### config.mk
export PLATFORM = sky130hd
export DESIGN_NAME = audio_codec_capability_negotiator_top
export DESIGN_NICKNAME = d
export VERILOG_FILES = /design/src/hw/rtl/acn_pkg.sv /design/src/hw/rtl/audio_codec_capability_negotiator_top.sv /design/src/hw/rtl/acn_validate.sv
export SDC_FILE = /design/constraint.sdc
export NUM_CORES = 1
export LEC_CHECK = 0
export BUFFER_PORTS_ARGS = -buffer_cell sky130_fd_sc_hd__buf_2
export CORE_ASPECT_RATIO = 1.25
export CORE_MARGIN = 1
export CORE_UTILIZATION = 44
export CTS_CLUSTER_DIAMETER = 50
export DETAILED_ROUTE_END_ITERATION = 16
export SYNTH_ARGS = -nofsm -noshare
export SYNTH_HDL_FRONTEND = slang
export SYNTH_SLANG_ARGS = --single-unit
### constraint.sdc
create_clock -name clk -period 9.7 [get_ports clk]
set_input_delay 0.485 -clock clk [delete_from_list [all_inputs] [get_ports clk]]
set_output_delay 0.485 -clock clk [all_outputs]
set_load 0.05 [all_outputs]
### src/hw/rtl/acn_pkg.sv
// ---------------------------------------------------------------------------
// acn_pkg
// Types and codes shared by the audio codec capability negotiator.
// ---------------------------------------------------------------------------
package acn_pkg;

  localparam int unsigned CFG_DATA_W  = 48;
  localparam int unsigned CFG_INDEX_W = 2;

  // register indexes
  localparam logic [CFG_INDEX_W-1:0] CFG_LOCAL_MEDIA_TYPE = 2'd0;
  localparam logic [CFG_INDEX_W-1:0] CFG_LOCAL_CODEC_TYPE = 2'd1;
  localparam logic [CFG_INDEX_W-1:0] CFG_LOCAL_CODEC_INFO = 2'd2;

  // operations
  localparam logic OP_CAPABILITY = 1'b0;
  localparam logic OP_SET        = 1'b1;

  // codec types
  localparam logic [7:0] CODEC_SBC   = 8'd0;
  localparam logic [7:0] CODEC_MPEG1 = 8'd1;
  localparam logic [7:0] CODEC_AAC   = 8'd2;
  localparam logic [7:0] CODEC_ATRAC = 8'd4;

  // status codes
  localparam logic [3:0] ST_OK               = 4'd0;
  localparam logic [3:0] ST_UNSUPPORTED      = 4'd1;
  localparam logic [3:0] ST_CODEC_UNSUP      = 4'd2;
  localparam logic [3:0] ST_INVALID_CODEC    = 4'd3;
  localparam logic [3:0] ST_INV_FREQ         = 4'd4;
  localparam logic [3:0] ST_INV_CHANNEL_MODE = 4'd5;
  localparam logic [3:0] ST_INV_BLOCK_LEN    = 4'd6;
  localparam logic [3:0] ST_INV_SUBBANDS     = 4'd7;
  localparam logic [3:0] ST_INV_ALLOCATION   = 4'd8;
  localparam logic [3:0] ST_INV_MIN_BITPOOL  = 4'd9;
  localparam logic [3:0] ST_INV_MAX_BITPOOL  = 4'd10;

  typedef struct packed {
    logic        opcode;
    logic [3:0]  remote_media_type;
    logic [7:0]  remote_codec_type;
    logic [47:0] remote_codec_info;
  } acn_item_t;

  typedef struct packed {
    logic [3:0]  status;
    logic [3:0]  chosen_media_type;
    logic [7:0]  chosen_codec_type;
    logic [47:0] chosen_codec_info;
  } acn_result_t;

endpackage

### src/hw/rtl/audio_codec_capability_negotiator_top.sv
// ---------------------------------------------------------------------------
// audio_codec_capability_negotiator_top
// Negotiates an SBC or AAC configuration against the local capability.
// ---------------------------------------------------------------------------
// channel   ports                          transfer when
// request   start, busy, item              start high and busy low
// result    result_valid, result           result_valid high (one cycle)
// config    cfg_we, cfg_index, cfg_data    cfg_we high
//
// three register stages: checks and intersections, selection, result register
// one request per cycle; a request passes through s1_valid, s2_valid and
// result_valid in turn, and the result transfers while result_valid is high
// busy is always low; the receiver cannot hold results off
// rst clears the local capability registers and all stage valid bits
// ---------------------------------------------------------------------------
module audio_codec_capability_negotiator_top import acn_pkg::*; #(
  parameter int unsigned MIN_BITPOOL_LIMIT = 2,
  parameter int unsigned MAX_BITPOOL_LIMIT = 250
) (
  input  logic                   clk,
  input  logic                   rst,
  input  logic                   start,
  output logic                   busy,
  input  acn_item_t              item,
  output logic                   result_valid,
  output acn_result_t            result,
  input  logic                   cfg_we,
  input  logic [CFG_INDEX_W-1:0] cfg_index,
  input  logic [CFG_DATA_W-1:0]  cfg_data
);

  // local capability
  logic [3:0]  local_media_type;
  logic [7:0]  local_codec_type;
  logic [47:0] local_codec_info;

  always_ff @(posedge clk) begin
    if (rst) begin
      local_media_type <= '0;
      local_codec_type <= '0;
      local_codec_info <= '0;
    end else if (cfg_we) begin
      unique case (cfg_index)
        CFG_LOCAL_MEDIA_TYPE: local_media_type <= cfg_data[3:0];
        CFG_LOCAL_CODEC_TYPE: local_codec_type <= cfg_data[7:0];
        CFG_LOCAL_CODEC_INFO: local_codec_info <= cfg_data[47:0];
        default: ;
      endcase
    end
  end

  assign busy = 1'b0;

  // stage 1: checks and intersections
  logic [3:0]  a_vstat;
  logic [3:0]  a_val_status;
  logic [47:0] a_l;
  logic [47:0] a_r;
  logic        a_set;
  logic        a_okbr;
  logic        a_okobj;
  logic        a_okch;
  logic        a_okf;

  acn_validate #(
    .MIN_BITPOOL_LIMIT (MIN_BITPOOL_LIMIT),
    .MAX_BITPOOL_LIMIT (MAX_BITPOOL_LIMIT)
  ) u_validate (
    .remote_type (item.remote_codec_type),
    .codec_info  (item.remote_codec_info),
    .status      (a_val_status)
  );

  assign a_l     = local_codec_info;
  assign a_r     = item.remote_codec_info;
  assign a_set   = (item.opcode == OP_SET);
  assign a_vstat = a_set ? a_val_status : ST_OK;

  always_comb begin
    a_okbr = 1'b1;
    if (a_set) begin
      if (!a_l[23]) begin
        a_okbr = !a_r[23];
      end else if (a_r[23]) begin
        a_okbr = ((~a_l[22:0] & a_r[22:0]) == 23'd0);
      end
    end
    if (a_r[22:0] == 23'd0) begin
      a_okbr = 1'b0;
    end
  end

  assign a_okobj = (|(a_l[47:40] & a_r[47:40])) && (!a_set || $onehot(a_r[47:40]));
  assign a_okch  = (|(a_l[27:26] & a_r[27:26])) && (!a_set || $onehot(a_r[27:26]));
  assign a_okf   = (|(a_l[39:28] & a_r[39:28])) && (!a_set || $onehot(a_r[39:28]));

  logic        s1_valid;
  logic        s1_set;
  logic [3:0]  s1_media;
  logic [7:0]  s1_codec;
  logic [47:0] s1_rinfo;
  logic [3:0]  s1_vstat;
  logic        s1_mismatch;
  logic [3:0]  s1_fq;
  logic [3:0]  s1_cm;
  logic [3:0]  s1_bl;
  logic [1:0]  s1_sb;
  logic [1:0]  s1_am;
  logic        s1_bp_fail;
  logic        s1_aac_ok;
  logic [7:0]  s1_obj;
  logic [11:0] s1_freq;
  logic [1:0]  s1_ch;
  logic [22:0] s1_br;
  logic        s1_vbr;

  always_ff @(posedge clk) begin
    if (rst) begin
      s1_valid <= 1'b0;
    end else begin
      s1_valid <= start && !busy;
    end
    s1_set      <= a_set;
    s1_media    <= item.remote_media_type;
    s1_codec    <= item.remote_codec_type;
    s1_rinfo    <= a_r;
    s1_vstat    <= a_vstat;
    s1_mismatch <= (item.remote_media_type != local_media_type) ||
                   (item.remote_codec_type != local_codec_type);
    s1_fq       <= a_l[47:44] & a_r[47:44];
    s1_cm       <= a_l[43:40] & a_r[43:40];
    s1_bl       <= a_l[39:36] & a_r[39:36];
    s1_sb       <= a_l[35:34] & a_r[35:34];
    s1_am       <= a_l[33:32] & a_r[33:32];
    s1_bp_fail  <= a_set && ((a_r[31:24] < a_l[31:24]) || (a_r[23:16] > a_l[23:16]));
    s1_aac_ok   <= a_okobj && a_okch && a_okf && a_okbr;
    s1_obj      <= a_l[47:40] & a_r[47:40];
    s1_freq     <= a_l[39:28] & a_r[39:28];
    s1_ch       <= a_l[27:26] & a_r[27:26];
    s1_br       <= a_l[22:0] & a_r[22:0];
    s1_vbr      <= a_l[23] & a_r[23];
  end

  // stage 2: selection
  logic [3:0]  b_f;
  logic [3:0]  b_c;
  logic [3:0]  b_b;
  logic [1:0]  b_s;
  logic [1:0]  b_a;
  logic [7:0]  b_mn;
  logic [7:0]  b_mx;
  logic [3:0]  b_sbc_st;
  logic [47:0] b_sbc_info;
  logic [7:0]  b_obj;
  logic [11:0] b_fsel;
  logic [1:0]  b_ch;
  logic [3:0]  b_aac_st;
  logic [47:0] b_aac_info;
  logic [3:0]  b_st;
  logic [47:0] b_info;

  always_comb begin
    priority if (s1_fq[1]) b_f = 4'h2;
    else if (s1_fq[0])     b_f = 4'h1;
    else if (s1_fq[2])     b_f = 4'h4;
    else                   b_f = 4'h8;

    priority if (s1_cm[0]) b_c = 4'h1;
    else if (s1_cm[1])     b_c = 4'h2;
    else if (s1_cm[2])     b_c = 4'h4;
    else                   b_c = 4'h8;

    priority if (s1_bl[0]) b_b = 4'h1;
    else if (s1_bl[1])     b_b = 4'h2;
    else if (s1_bl[2])     b_b = 4'h4;
    else                   b_b = 4'h8;

    priority if (s1_obj[7]) b_obj = 8'h80;
    else if (s1_obj[6])     b_obj = 8'h40;
    else if (s1_obj[5])     b_obj = 8'h20;
    else if (s1_obj[4])     b_obj = 8'h10;
    else                    b_obj = 8'h00;
  end

  assign b_s  = s1_sb[0] ? 2'd1 : 2'd2;
  assign b_a  = s1_am[0] ? 2'd1 : 2'd2;
  assign b_mn = (s1_rinfo[31:24] > local_codec_info[31:24]) ?
                s1_rinfo[31:24] : local_codec_info[31:24];
  assign b_mx = (s1_rinfo[23:16] < local_codec_info[23:16]) ?
                s1_rinfo[23:16] : local_codec_info[23:16];

  assign b_sbc_st = (s1_fq == 4'd0 || s1_cm == 4'd0 || s1_bl == 4'd0 ||
                     s1_sb == 2'd0 || s1_am == 2'd0 || s1_bp_fail) ?
                    ST_UNSUPPORTED : ST_OK;
  assign b_sbc_info = {b_f, b_c, b_b, b_s, b_a, b_mn, b_mx, 16'h0000};

  assign b_fsel     = s1_freq & (~s1_freq + 12'd1);
  assign b_ch       = s1_ch[0] ? 2'd1 : 2'd2;
  assign b_aac_st   = s1_aac_ok ? ST_OK : ST_UNSUPPORTED;
  assign b_aac_info = s1_set ? s1_rinfo :
                      {b_obj, b_fsel, b_ch, 2'b00, s1_vbr, s1_br};

  always_comb begin
    priority if (s1_vstat != ST_OK) begin
      b_st   = s1_vstat;
      b_info = '0;
    end else if (s1_mismatch) begin
      b_st   = ST_UNSUPPORTED;
      b_info = '0;
    end else if (s1_codec == CODEC_SBC) begin
      b_st   = b_sbc_st;
      b_info = b_sbc_info;
    end else if (s1_codec == CODEC_AAC) begin
      b_st   = b_aac_st;
      b_info = b_aac_info;
    end else begin
      b_st   = ST_UNSUPPORTED;
      b_info = '0;
    end
  end

  logic        s2_valid;
  logic [3:0]  s2_st;
  logic [3:0]  s2_media;
  logic [7:0]  s2_codec;
  logic [47:0] s2_info;

  always_ff @(posedge clk) begin
    if (rst) begin
      s2_valid <= 1'b0;
    end else begin
      s2_valid <= s1_valid;
    end
    s2_st    <= b_st;
    s2_media <= s1_media;
    s2_codec <= s1_codec;
    s2_info  <= b_info;
  end

  // stage 3: result register
  acn_result_t result_next;

  always_comb begin
    result_next.status = s2_st;
    if (s2_st == ST_OK) begin
      result_next.chosen_media_type = s2_media;
      result_next.chosen_codec_type = s2_codec;
      result_next.chosen_codec_info = s2_info;
    end else begin
      result_next.chosen_media_type = '0;
      result_next.chosen_codec_type = '0;
      result_next.chosen_codec_info = '0;
    end
  end

  always_ff @(posedge clk) begin
    if (rst) begin
      result_valid <= 1'b0;
    end else begin
      result_valid <= s2_valid;
    end
    result <= result_next;
  end

  // checks
  a_result_follows_request: assert property (@(posedge clk) disable iff (rst)
    result_valid |-> $past(start, 3))
    else $error("result without request");

  a_request_gives_result: assert property (@(posedge clk) disable iff (rst)
    ($past(start, 3) && !$past(rst, 3) && !$past(rst, 2) && !$past(rst, 1))
      |-> result_valid)
    else $error("request lost");

  a_reject_clears_fields: assert property (@(posedge clk) disable iff (rst)
    (result_valid && result.status != ST_OK) |->
      (result.chosen_media_type == 4'd0 && result.chosen_codec_type == 8'd0 &&
       result.chosen_codec_info == 48'd0))
    else $error("rejected result carries a configuration");

  a_ok_codec_known: assert property (@(posedge clk) disable iff (rst)
    (result_valid && result.status == ST_OK) |->
      (result.chosen_codec_type == CODEC_SBC || result.chosen_codec_type == CODEC_AAC))
    else $error("accepted configuration with unknown codec");

endmodule

### src/hw/rtl/acn_validate.sv
// ---------------------------------------------------------------------------
// acn_validate
// Field checks on a remote configuration in set mode.
// ---------------------------------------------------------------------------
module acn_validate import acn_pkg::*; #(
  parameter int unsigned MIN_BITPOOL_LIMIT = 2,
  parameter int unsigned MAX_BITPOOL_LIMIT = 250
) (
  input  logic [7:0]  remote_type,
  input  logic [47:0] codec_info,
  output logic [3:0]  status
);

  logic [7:0] oct0;
  logic [7:0] oct1;
  logic [7:0] min_bp;
  logic [7:0] max_bp;
  logic [7:0] lim_lo;
  logic [7:0] lim_hi;

  assign oct0   = codec_info[47:40];
  assign oct1   = codec_info[39:32];
  assign min_bp = codec_info[31:24];
  assign max_bp = codec_info[23:16];
  assign lim_lo = 8'(MIN_BITPOOL_LIMIT);
  assign lim_hi = 8'(MAX_BITPOOL_LIMIT);

  always_comb begin
    priority if (remote_type == CODEC_MPEG1 || remote_type == CODEC_ATRAC) begin
      status = ST_CODEC_UNSUP;
    end else if (remote_type != CODEC_SBC && remote_type != CODEC_AAC) begin
      status = ST_INVALID_CODEC;
    end else if (remote_type == CODEC_AAC) begin
      status = ST_OK;
    end else if (!$onehot(oct0[7:4])) begin
      status = ST_INV_FREQ;
    end else if (!$onehot(oct0[3:0])) begin
      status = ST_INV_CHANNEL_MODE;
    end else if (!$onehot(oct1[7:4])) begin
      status = ST_INV_BLOCK_LEN;
    end else if (!$onehot(oct1[3:2])) begin
      status = ST_INV_SUBBANDS;
    end else if (!$onehot(oct1[1:0])) begin
      status = ST_INV_ALLOCATION;
    end else if (min_bp < lim_lo || min_bp > lim_hi) begin
      status = ST_INV_MIN_BITPOOL;
    end else if (max_bp < lim_lo || max_bp > lim_hi) begin
      status = ST_INV_MAX_BITPOOL;
    end else begin
      status = ST_OK;
    end
  end

endmodule

# ---- Word-level counts from Yosys, hierarchy flattened
# Cells that the tools add are included.
dict set report totals {
  ff_bits 320
  inputBits 115
  wordCells 199
}
dict set report op_classes {
  addsub 31
  n_lt_le_gt_ge 8
  n_eq_ne 17
  muxes 41
  n_bitwise 20
  reduce_logical 46
}
# cell count
set ops {}
lappend ops {{48-bit 2-to-1 mux} 3}
lappend ops {{4-bit 2-to-1 mux} 13}
lappend ops {{23-bit AND} 2}
lappend ops {{23-bit logical NOT} 2}
lappend ops {{1-bit by 1-bit adder with 2-bit output} 19}
lappend ops {{12-bit AND} 2}
lappend ops {{8-bit 2-to-1 mux} 3}
lappend ops {{23-bit NOT} 1}
lappend ops {{8-bit by 2-bit == test with 1-bit output (second input constant)} 2}
lappend ops {{8-bit greater-than comparator} 2}
lappend ops {{8-bit greater-than comparator (second input constant)} 2}
lappend ops {{4-bit logical NOT} 4}
lappend ops {{8-bit by 2-bit < comparator with 1-bit output (second input constant)} 2}
lappend ops {{8-bit < comparator} 2}
lappend ops {{8-bit OR reduction} 2}
lappend ops {{2-bit by 2-bit adder with 3-bit output} 5}
lappend ops {{1-bit logical OR} 13}
lappend ops {{12-bit by 1-bit adder with 12-bit output (second input constant)} 1}
lappend ops {{4-bit AND} 3}
lappend ops {{2-bit 2-to-1 mux} 6}
lappend ops {{3-bit 2-to-1 mux} 4}
lappend ops {{12-bit NOT} 1}
lappend ops {{12-bit OR reduction} 1}
lappend ops {{3-bit adder} 3}
lappend ops {{28 further kinds} 65}

# ---- Depth between registers and ports, before layout
dict set report depth {
  word_depth 12
  ltp_mapped 14
  mapped_depth_nobuf 14
}

# ---- Hierarchy
# From an unflattened synthesis, not the netlist that was laid out.
dict set report unflattened {
  hier_cells 1078
  area_unflattened_um2 10989.3
}
# mod instances cells_each area_each_um2
set modules_own_cells {}
lappend modules_own_cells {audio_codec_capability_negotiator_top 1 1015 10543.9}
lappend modules_own_cells {acn_validate 1 63 445.4}

# ---- Worst setup path after synthesis
# OpenSTA, ideal clock, no wires.
dict set report synth_timing {
  kind {input-to-reg}
  startpoint {input item[28] in the netlist's numbering}
  endpoint {register s1_aac_ok}
  setup_time_ns 0.074
  arrival_time_ns 4.044
  required_time_ns 9.626
  setup_slack_ns 5.582
  stages 14
  path_cell_list {fa_1 > fa_1 > inv_1 > fa_1 > fa_1 > inv_1 > ha_1 > inv_1 > fa_1 > a211o_1 > a22o_1 > nor4_1 > nand4_1 > a31oi_1}
}
dict set report synth_via {
  elab_chain_len 9
  word_cells_on_any_way 11
}
# item line
set synth_lines {}
lappend synth_lines {{start: declaration} audio_codec_capability_negotiator_top.sv:24} ;# input acn_item_t item,
lappend synth_lines {{1-bit by 1-bit adder with 2-bit output (implied by the code)} audio_codec_capability_negotiator_top.sv:95} ;# assign a_okf = (|(a_l[39:28] & a_r[39:28])) && (!a_set || $onehot(a_r[39:28]));
lappend synth_lines {{2-bit by 2-bit adder with 3-bit output (implied by the code)} audio_codec_capability_negotiator_top.sv:95}
lappend synth_lines {{3-bit by 3-bit adder with 4-bit output (implied by the code)} audio_codec_capability_negotiator_top.sv:95}
lappend synth_lines {{4-bit by 3-bit adder with 4-bit output (implied by the code)} audio_codec_capability_negotiator_top.sv:95}
lappend synth_lines {{4-bit by 1-bit == test with 1-bit output} audio_codec_capability_negotiator_top.sv:95}
lappend synth_lines {{1-bit logical OR} audio_codec_capability_negotiator_top.sv:95}
lappend synth_lines {{1-bit logical AND (*)} audio_codec_capability_negotiator_top.sv:95}
lappend synth_lines {{1-bit logical AND (*) (2 in a row)} audio_codec_capability_negotiator_top.sv:136} ;# s1_aac_ok <= a_okobj && a_okch && a_okf && a_okbr;
lappend synth_lines {{end signal: assignment} audio_codec_capability_negotiator_top.sv:136}
lappend synth_lines {{end: declaration} audio_codec_capability_negotiator_top.sv:110} ;# logic s1_aac_ok;
# Mark *: on every way between the ends. The rest lies on a longest branch, timed or not.
# A chain may end at the register's enable or synchronous reset.

# ---- Worst setup path in the final report
# Same ends and word-level chain as after synthesis.

==> summary.md <==
| Metric | Value |
|---|---|
| Max-slew headroom at the worst pin | `0.262` |
| Post-Syn Instances | `about 1,100` |
| Crit-path cells | `buf_2, fa_1, fa_1, inv_1, fa_1, fa_1, inv_1, ha_1, inv_1, fa_1, a211o_1, a22o_1, nor4_1, nand4_1, a31oi_1` |
| Ys flop type | `dfxtp_1` |
| IO Pins | `181` |
| Final cell count without fillers | `about 1,600` |
| Total grt overflow | `0` |
| Critical Path RT | `around 10,000 ps` |
| Num CTS Buffers | `34` |
| Worst EP arrival | `between 4000 and 5000 ps` |
| Clk pin slew, worst setup/hold paths | `60 ps` |
| Via density | `about 4.9` |
| Die ar. | `25,900 um^2` |
| Slowest cell on the critical path | `fa_1` |
| Longest Clk Path Bufs | `3` |
| Crit path max-delay family | `adder cells` |
| Initial Util | `0.451` |
| RePlAce Congestion | `0.816` |
| Total wire length | `around 26 mm` |
| Launching point of the worst reg2reg path | `s1_codec[5]` |
| Initial drt markers | `between 300 and 400` |
| Number of global-route vias before repair | `a little under 8,000` |
| Critical setup path kind | `in -> reg` |
| Synth Net Count | `1,280` |
| PortBufs | `179` |
| Asr flop ratio synth | `0` |
| Final Cell Area | `13,400 um^2` |
| Peak Freq | `236 MHz` |
| Number of synthesis warnings | `0` |
| Source of the critical timing path | `item[28]` |
| CTS Sinks | `304` |
| Num rows | `64` |
| Finish-stage setup viols | `0` |
| Min-delay src | `item[40]` |
| Post-route clock period utilization | `0.437` |
| Share of cells above drive strength 1 | `0.199` |
| DR WL/cell | `16.3 um` |
| Worst Path Max Fanout | `6` |
| FILL cells | `2,276` |
| Final worst slack | `5470 ps` |
| Tightest Pin Transition | `about 1100 ps` |
| Setup crit start kind | `primary input` |
| Number of distinct library cells after synthesis | `61` |
| Die Span Y | `180 um` |
| Mapped Area | `11,100 um^2` |
| Total core area | `24,600 um^2` |
| Clock tree from TritonCTS | `done` |
| TNS Setup | `0 ps` |
| Post-CTS Setup Bufs | `0` |
| Status | `completed` |
| Drt first pass iters | `5` |
| Hold-fix buffers, CTS | `0` |
| DR DRC count | `0` |
| Via count | `7,878` |
| Max IR drop VDD | `0.207 mV` |
| Max incr delay on CP | `roughly 530 ps` |
| Reg2Reg Setup Slack | `between 7000 and 8000 ps` |
| DP Area | `12,300 um^2` |
| Most frequent CP cell | `fa_1` |
| First-pass GRT wire length | `41.6 mm` |
| Share of the yosys chip area belonging to registers | `0.549` |
| Post-synth EDFFs | `0` |
| Global-route usage over all layers | `0.210` |
| Worst setup endpoint | `s1_aac_ok` |
| PD cells | `approximately 210 nW/um^2` |
| Avg Cell Area, Syn | `10.2 um^2` |
| Max Cap Viol | `0` |
| Worst path buffer plus inverter count | `4` |
| Final Hold Fails | `0` |
| Initial antenna violation count | `0` |
| CTS root buf | `clkbuf_16` |
| Pleak | `6.00 nW` |
| WP depth | `15` |
| Hold path cells | `1` |
| Max Slew Vio Count | `0` |
| H-Tree Depth | `2` |
| Worst reg-to-reg path cell count | `6` |
| Largest net degree at the start of global routing | `49` |
| Post-route ant nets | `0` |
| Endpoint class of the critical path | `flip-flop` |
| DIE WIDTH | `144 um` |
| Skew final | `about 19 ps` |
| Hold Crit Class | `in -> reg` |
| Synthesized flop and latch total | `just over 300` |
| Post-Place Cells | `about 1,600` |
| Minimum clock period | `4230 ps` |
| Worst skew pair latency | `~510 ps` |
| Post_cts resized | `0` |
| Crit Reg-Reg Endpoint | `s2_info[12]` |
| Nets | `1,456` |
| DP Worst Slack | `about 5000 ps` |
| RSZ-0062 raised after global routing | `no` |
| Finished Core Util | `0.545` |
| Post-DP HPWL | `19.2 mm` |
| Area Growth Syn to Fin | `20.8%` |
[area by class of cell]
class | instances | area [um^2] | area share
flip-flops and latches | 304 | 6090 | 0.454
multi-input cells | 660 | 4560 | 0.340
clock buffers | 50 | 992 | 0.0741
repair buffers | 186 | 948 | 0.0708
well taps | 330 | 413 | 0.0308
inverters | 73 | 274 | 0.0205
clock inverters | 10 | 124 | 0.00925
diodes | 1 | 2.50 | 0.000187
[metal layers]
layer  track usage  vias to the layer above  wire (um)
li1              -                     4008          -
met1         0.263                     3643      11800
met2         0.365                      185      12800
met3        0.0362                       42       1120
met4        0.0626                        0        564
met5             0                        -          0
[kinds of logic after synthesis]
group / synth area share
xor+xnor: 0.0111
buf+inv: 0.0415
mux: 0.0334
other cells: 0.000338
simple gates: 0.163
flops: 0.549
compound gates: 0.0992
fa+ha+maj: 0.103
[cell usage in the layout (no fill, tap or decap), types with 5 or more instances in the layout]
cell type / Yosys / routed
xor2_1: 13 / 13
fa_1: 14 / 14
a31oi_1: 6 / 6
nor2b_1: 7 / 7
buf_2: 2 / 179
nor3_1: 5 / 5
nor3b_1: 5 / 5
buf_4: 1 / 7
nor4_1: 20 / 19
clkbuf_1: 35 / 9
nand3_1: 7 / 7
mux2i_1: 37 / 37
a21o_1: 8 / 8
o21ai_0: 16 / 16
clkbuf_16: 0 / 35
ha_1: 68 / 68
nor2_1: 57 / 57
o221a_2: 8 / 8
inv_1: 72 / 72
nand4_1: 16 / 16
or3_1: 8 / 8
and2_1: 93 / 93
clkbuf_8: 0 / 6
o22ai_1: 9 / 9
nand2_1: 115 / 115
a22oi_1: 7 / 7
a21oi_1: 76 / 76
or4_1: 6 / 6
dfxtp_1: 304 / 303
a211oi_1: 9 / 9
[sequential cells by signal, indices dropped and copies added, names as in the netlist, 7 cells and up]
name              flops
result               64
a_l                  48
s1_rinfo             48
s2_info              48
s1_br                23
s1_freq              11
local_codec_type      8
s1_codec              8
s2_codec              8
s1_obj                7
[how the worst min path moves through the flow]
stage               slack, ps      endpoint
floorplan                 310   s2_media[0]
global placement          310   s2_media[2]
detailed placement        320   s2_media[2]
CTS                       110   s1_rinfo[1]
global route              110   s1_rinfo[6]
finish                    120  s1_rinfo[40]
[synth_stat cells, drive strengths merged, types with 8 or more instances]
| cell type | number | area [um^2] |
|---|---|---|
| buf | 11 | 55.1 |
| xor2 | 13 | 114 |
| and2 | 93 | 582 |
| o22ai | 9 | 56.3 |
| clkbuf | 35 | 131 |
| nand4 | 16 | 100 |
| ha | 68 | 851 |
| mux2i | 37 | 370 |
| o221a | 8 | 90.1 |
| a21oi | 76 | 380 |
| nand2 | 115 | 432 |
| o21ai | 16 | 80.1 |
| nor2 | 57 | 214 |
| or3 | 8 | 50.1 |
| dfxtp | 304 | 6090 |
| fa | 14 | 280 |
| a211oi | 9 | 67.6 |
| a21o | 8 | 60.1 |
| nor4 | 20 | 125 |
| inv | 72 | 270 |
[per-stage QoR]
step                total power, mW  hold slack [ps]
floorplan                      1.47              310
global placement               1.55              311
detailed placement             1.56              316
CTS                            2.82              109
global route                   2.91              107
finish                         2.79              117
[power breakdown]
group | internal (mW) | leakage, nW | total (mW) | switching, mW
clock network | 0.769 | 0.550 | 1.26 | 0.493
logic | 0.0949 | 2.96 | 0.234 | 0.139
registers | 1.28 | 2.49 | 1.30 | 0.0169
[worst register-to-register path: cells and delay by family (launching register included)]
family / cells / cell delay [ps]
buffers and inverters: 1 / 350
flip-flops: 1 / 300
AND/OR/NAND/NOR: 5 / 1730
No activity file was read; power rests on OpenSTA's default activity.
